File: src/warped_fir_filter_assert.svh
// ----------------------------------------------------------------------------
// Assertion macros for the warped FIR filter
// Shorthand for the clocked checks used in the filter's RTL files.
// ----------------------------------------------------------------------------
`ifndef WARPED_FIR_FILTER_ASSERT_SVH
`define WARPED_FIR_FILTER_ASSERT_SVH

// Consequent must hold in the same cycle as the antecedent.
`define WFF_ASSERT_SAME(label, clk, rst_n, ante, cons) \
    label: assert property (@(posedge clk) disable iff (!(rst_n)) (ante) |-> (cons)) \
        else $error("warped FIR same-cycle check failed");

// Consequent must hold in the cycle after the antecedent.
`define WFF_ASSERT_NEXT(label, clk, rst_n, ante, cons) \
    label: assert property (@(posedge clk) disable iff (!(rst_n)) (ante) |=> (cons)) \
        else $error("warped FIR next-cycle check failed");

`endif

File: src/wff_pkg.sv
// ----------------------------------------------------------------------------
// Warped FIR filter package
// Widths, codes, controller states, datapath commands and saturation helper.
// ----------------------------------------------------------------------------
package wff_pkg;

    // Defaults for the top-level parameters.
    localparam int MAX_TAPS_DEF    = 32;
    localparam int SAMPLE_BITS_DEF = 24;

    // Fixed field widths.
    localparam int VALUE_W    = 24;
    localparam int IDX_W      = 5;
    localparam int TAPS_W     = 6;
    localparam int CFG_IDX_W  = 1;
    localparam int CFG_DATA_W = 24;
    localparam int TAPS_RST   = 32;

    // Internal arithmetic widths (Q.23 fixed point).
    localparam int STATE_W = 32;
    localparam int FRAC_W  = 23;
    localparam int PROD_W  = VALUE_W + STATE_W;
    localparam int RND_W   = PROD_W - FRAC_W;
    localparam int ACC_W   = 64;
    localparam int Q_W     = ACC_W + 1 - FRAC_W;

    // Item modes.
    typedef enum logic [0:0] {
        MODE_FILTER = 1'b0,
        MODE_COEF   = 1'b1
    } t_mode;

    // Configuration register indexes.
    typedef enum logic [CFG_IDX_W-1:0] {
        CFG_WARP = 1'b0,
        CFG_TAPS = 1'b1
    } t_cfg_reg;

    // Controller states.
    typedef enum logic [2:0] {
        ST_IDLE,
        ST_MUL,
        ST_ADD,
        ST_FIN,
        ST_OUT
    } t_state;

    // Commands from the controller to the datapath.
    typedef struct packed {
        logic load;      // start a new sample
        logic coef_wr;   // write a coefficient word
        logic rd_en;     // read state and coefficient memories
        logic mul;       // capture both products
        logic add;       // allpass update step
        logic wr_state;  // write back the previous section's state
        logic advance;   // accumulate and move to the next section
        logic fin;       // round and saturate the sum
        logic out_load;  // move the result into the output register
    } t_dp_cmd;

    // Saturate a 34-bit value to the 32-bit state range.
    function automatic logic signed [STATE_W-1:0] sat_state(
        input logic signed [STATE_W+1:0] v
    );
        logic [2:0] top;
        top = v[STATE_W+1:STATE_W-1];
        if (top == 3'b000 || top == 3'b111) begin
            return v[STATE_W-1:0];
        end else if (v[STATE_W+1]) begin
            return {1'b1, {(STATE_W-1){1'b0}}};
        end else begin
            return {1'b0, {(STATE_W-1){1'b1}}};
        end
    endfunction

endpackage

File: src/wff_ctrl.sv
// ----------------------------------------------------------------------------
// Warped FIR filter controller
// Sequences the per-section multiply and add steps and the output handshake.
// ----------------------------------------------------------------------------
`include "warped_fir_filter_assert.svh"

module wff_ctrl import wff_pkg::*; #(
    parameter int MAX_TAPS = MAX_TAPS_DEF,
    parameter int CNT_W    = $clog2(MAX_TAPS + 1)
) (
    input  logic             i_clk,
    input  logic             i_rst_n,
    input  logic             i_in_valid,
    output logic             o_in_ready,
    input  logic             i_mode,
    output logic             o_out_valid,
    input  logic             i_out_ready,
    input  logic [CNT_W-1:0] i_active_taps,
    output t_dp_cmd          o_cmd,
    output logic [CNT_W-1:0] o_tap,
    output logic [CNT_W-1:0] o_rd_tap
);

    t_state           r_state, n_state;
    logic [CNT_W-1:0] r_tap, n_tap;
    logic             r_out_valid;
    logic             in_fire;
    logic             out_free;

    assign in_fire  = i_in_valid && o_in_ready;
    assign out_free = !r_out_valid || i_out_ready;

    // Next state and section counter.
    always_comb begin
        n_state = r_state;
        n_tap   = r_tap;
        unique case (r_state)
            ST_IDLE: begin
                if (in_fire && i_mode == MODE_FILTER) begin
                    n_tap   = '0;
                    n_state = (i_active_taps == '0) ? ST_FIN : ST_MUL;
                end
            end
            ST_MUL: begin
                n_state = ST_ADD;
            end
            ST_ADD: begin
                if (r_tap == i_active_taps) begin
                    n_state = ST_FIN;
                end else begin
                    n_tap   = r_tap + 1'b1;
                    n_state = ST_MUL;
                end
            end
            ST_FIN: begin
                n_state = ST_OUT;
            end
            ST_OUT: begin
                if (out_free) begin
                    n_state = ST_IDLE;
                end
            end
            default: begin
                n_state = ST_IDLE;
            end
        endcase
    end

    // Datapath commands and input handshake.
    always_comb begin
        o_cmd      = '0;
        o_rd_tap   = '0;
        o_in_ready = 1'b0;
        unique case (r_state)
            ST_IDLE: begin
                o_in_ready    = 1'b1;
                o_cmd.rd_en   = 1'b1;
                o_cmd.load    = in_fire && i_mode == MODE_FILTER;
                o_cmd.coef_wr = in_fire && i_mode == MODE_COEF;
            end
            ST_MUL: begin
                o_cmd.mul = 1'b1;
            end
            ST_ADD: begin
                o_cmd.add      = 1'b1;
                o_cmd.wr_state = r_tap != '0;
                o_cmd.advance  = r_tap != i_active_taps;
                o_cmd.rd_en    = 1'b1;
                o_rd_tap       = r_tap + 1'b1;
            end
            ST_FIN: begin
                o_cmd.fin = 1'b1;
            end
            ST_OUT: begin
                o_cmd.out_load = out_free;
            end
            default: begin
                o_cmd = '0;
            end
        endcase
    end

    assign o_tap       = r_tap;
    assign o_out_valid = r_out_valid;

    // State, counter and output valid flag.
    always_ff @(posedge i_clk) begin
        if (!i_rst_n) begin
            r_state     <= ST_IDLE;
            r_tap       <= '0;
            r_out_valid <= 1'b0;
        end else begin
            r_state <= n_state;
            r_tap   <= n_tap;
            if (o_cmd.out_load) begin
                r_out_valid <= 1'b1;
            end else if (i_out_ready) begin
                r_out_valid <= 1'b0;
            end
        end
    end

    // A filter word starts the section loop at section zero.
    `WFF_ASSERT_NEXT(a_start, i_clk, i_rst_n, in_fire && i_mode == MODE_FILTER, (r_state == ST_MUL || r_state == ST_FIN) && r_tap == '0)
    // Each non-final add step moves to the next section.
    `WFF_ASSERT_NEXT(a_step, i_clk, i_rst_n, r_state == ST_ADD && r_tap != i_active_taps, r_state == ST_MUL && r_tap == $past(r_tap) + 1'b1)
    // Loading the output leaves a valid word and returns to idle.
    `WFF_ASSERT_NEXT(a_out, i_clk, i_rst_n, r_state == ST_OUT && out_free, r_state == ST_IDLE && r_out_valid)
    // A start or coefficient write never overlaps arithmetic commands.
    `WFF_ASSERT_SAME(a_excl, i_clk, i_rst_n, o_cmd.load || o_cmd.coef_wr, !(o_cmd.mul || o_cmd.add || o_cmd.fin))

endmodule

File: config.mk
export PLATFORM = sky130hd
export DESIGN_NAME = wff_ctrl
export DESIGN_NICKNAME = d
export VERILOG_FILES = /design/src/wff_pkg.sv /design/src/wff_ctrl.sv
export VERILOG_INCLUDE_DIRS = /design/src /design/src/src
export SDC_FILE = /design/constraint.sdc
export NUM_CORES = 1
export LEC_CHECK = 0
export ABC_AREA = 0
export BUFFER_PORTS_ARGS = -buffer_cell sky130_fd_sc_hd__buf_2
export CORE_ASPECT_RATIO = 0.9
export CORE_MARGIN = 2
export CORE_UTILIZATION = 44
export DETAILED_ROUTE_END_ITERATION = 8
export PLACE_DENSITY_LB_ADDON = 0.25
export SYNTH_ARGS = -nofsm -noshare
export SYNTH_HDL_FRONTEND = slang
export SYNTH_SLANG_ARGS = --single-unit
File: constraint.sdc
create_clock -name i_clk -period 1.9 [get_ports i_clk]
set_input_delay 0.19 -clock i_clk [delete_from_list [all_inputs] [get_ports i_clk]]
set_output_delay 0.19 -clock i_clk [all_outputs]
set_load 0.01 [all_outputs]
==> results_dict.tcl <==
set metrics [dict create \
    yosysSeqAreaShare_pct 27.9 \
    final_layout_size_suffix_gt1_share_pct 39.7 \
    finalNetCount 136 \
    status "finished, final reports clean" \
    wl_per_cell_um 12.8 \
    syn_nets 97 \
    critical_path_sink_type "primary output" \
    startpoint_to_endpoint_class_of_the_critical_path "reg2out" \
    synth-edff-count 0 \
    routabilityCongestion 0.846 \
    post-route-period-util_pct 91.9 \
    tightestPinTransition_ps 427 \
    hpwlAfterDp_mm 1.44 \
    achievable_clock_frequency_mhz 573 \
    power_density_nw_per_um2 451 \
    antenna_found_initial 0 \
    remaining_drc_errors 0 \
    synth_cells 84 \
    grt_max_degree 13 \
    rsz_0062_raised_after_global_routing "no" \
    whs_path_depth 4 \
    slew_headroom_pct 71.3 \
    setup_viol 0 \
    numPlacedInstances 139 \
    grt.overflow.total 0 \
    yosys_warnings 0 \
    drt_iter0_markers 25 \
    cts_root_cell "clkbuf_4" \
    peak_ir_drop_on_the_vdd_network_mv 0.368 \
    summed_instance_area_of_the_synthesized_netlist_um2 717 \
    synth_ff_type "dfxtp_1" \
    area_after_dpl_um2 923 \
    cellLeakagePower_nw 0.475 \
    tritoncts.num_buffers 3 \
    ant_nets 0 \
    grt_pass1_wl_mm 2.88 \
    clk_transition_reported_paths_ps 60 \
    most_common_library_cell_in_the_layout_ignoring_fill_and_taps "buf_2" \
    core_region_area_um2 1480 \
    start_util_pct 48.4 \
    number_of_detailed_routing_iterations_run_before_antenna_repair 4 \
    ctsHtreeMaxLevel 1 \
    clock_latency_of_the_later_clocked_register_in_the_worst_skew_pair_ps 260 \
    synth-async-reset-ratio_pct 0 \
    std_cell_rows 13 \
    area_of_the_die_um2 1970 \
    critical_path_arrival_ps 1560 \
    vias 754 \
    die_height_um 42.3 \
    cts_tree "done" \
    final_cell_mix "33 x buf_2, 10 x dfxtp_1, 9 x nor2_1, 9 x nand3_1, 8 x xor2_1" \
    fin_crit_ps 1750 \
    antenna_cells 0 \
    worstPathMaxFanout 7 \
    data_required_time_at_the_worst_endpoint_ps 1710 \
    number_of_max_capacitance_violations_reported 0 \
    final_cell_count_no_fill 143 \
    die_width_um 46.6 \
    syn_area_per_cell_um2 8.53 \
    finalClockSkew_ps 6.68 \
    final_max_slew_viol_count 0 \
    tritoncts_num_sinks 10 \
    track_usage_pct 20.8 \
    clockBufferDepth 2 \
    worst_hold_path_type "in2reg" \
    grt_use_met1_pct 29.0 \
    report.final.hold_viol_count 0 \
    design.portCount 34 \
    layout-area-overhead-vs-synth_pct 33.3 \
    route.detailed.vias_per_inst 5.27 \
    layout.cell_area.non_filler_um2 956 \
    number_of_input_and_output_port_buffers_inserted 33 \
    totalWireLength_mm 1.83 \
    gr-usage-met3_pct 6.47 \
    grt-busiest-layer "met2" \
    yosys_register_bits 10 \
    setup-tns-final_ps 0 \
    ff2ff_path_depth 4 \
    grt_use_met2_pct 30.0 \
    setup.worst_path.start_class "flop" \
    grt_pass1_vias 621 \
    netlist-cell-type-count 33 \
]
-- state kept, by name, indices dropped and copies added, names as in the netlist --
name,count
o_tap,6
o_out_valid,1
r_state,3
-- power by group --
group | switching, mW | internal, mW | total, mW
clock | 0.0672 | 0.0729 | 0.140
combinational | 0.0414 | 0.0328 | 0.0741
sequential | 0.00449 | 0.212 | 0.217
total | 0.113 | 0.318 | 0.431
-- per-layer routing --
layer / wire length [um] / vias up / share of wire [%]
met1: 896 / 345 / 49
li1: - / 374 / -
met2: 805 / 29 / 44
met5: 0 / - / 0
met4: 28 / 0 / 1.5
met3: 98 / 6 / 5.4
-- path summary, 6_finish.rpt --
path	from	to	slack, ps
min reg2reg	o_tap[1]	o_tap[1]	580
min	i_out_ready	o_out_valid	240
max reg2reg	r_state[0]	r_state[1]	230
max	o_tap[0]	o_cmd[2]	150
-- synth_stat cells (2+ instances only) --
library cell   n  share of area, %
dfxtp_1       10                28
nand3_1        9               6.3
nor2_1         9               4.7
xor2_1         8               9.8
mux2i_1        6               8.4
clkbuf_1       3               1.6
inv_1          3               1.6
nand2_1        3               1.6
a21oi_1        2               1.4
ha_1           2               3.5
inv_2          2               1.0
nor2b_1        2               1.7
nor3b_1        2               2.1
o21a_1         2               2.1
or3_1          2               1.7
or4_1          2               2.1
-- what timing repair did --
action	in CTS	in global routing
hold buffers	0	0
setup buffers	1	0
endpoints found under the setup margin	1	1
gates resized for setup	0	1
-- stage by stage --
step                      hold slack [ps]  utilization (%)  total power [mW]  worst slack, ps
after floorplan                       356                -             0.262              364
after global placement                511             62.4             0.291              278
after detailed placement              513             62.4             0.293              265
after CTS                             240             64.4             0.433             81.4
after global routing                  259             64.6             0.460             69.5
final                                 245             64.6             0.431              155
-- area by class of cell --
class,count,area (um2)
sequential,10,200
multi-input combinational,65,484
clock buffer,3,22.5
fill,137,524
tap,22,27.5
inverter,5,18.8
timing repair buffer,38,203
-- kinds of logic after synthesis --
logic type / Yosys count / synth area share [%]
buffers and inverters: 9 / 4.89
AO/OA/AOI/OAI: 8 / 9.42
XOR/XNOR: 9 / 11.0
adder cells (fa/ha/maj): 2 / 3.49
flip-flops: 10 / 27.9
AND/OR/NAND/NOR: 40 / 34.9
multiplexers: 6 / 8.38
-- critical path: stages (launching register included) --
cell and delay, ps:
dfxtp_1 470, xor2_1 120, nor4_2 440, a21oi_4 110, buf_2 150
No activity file was read; power rests on OpenSTA's default activity.
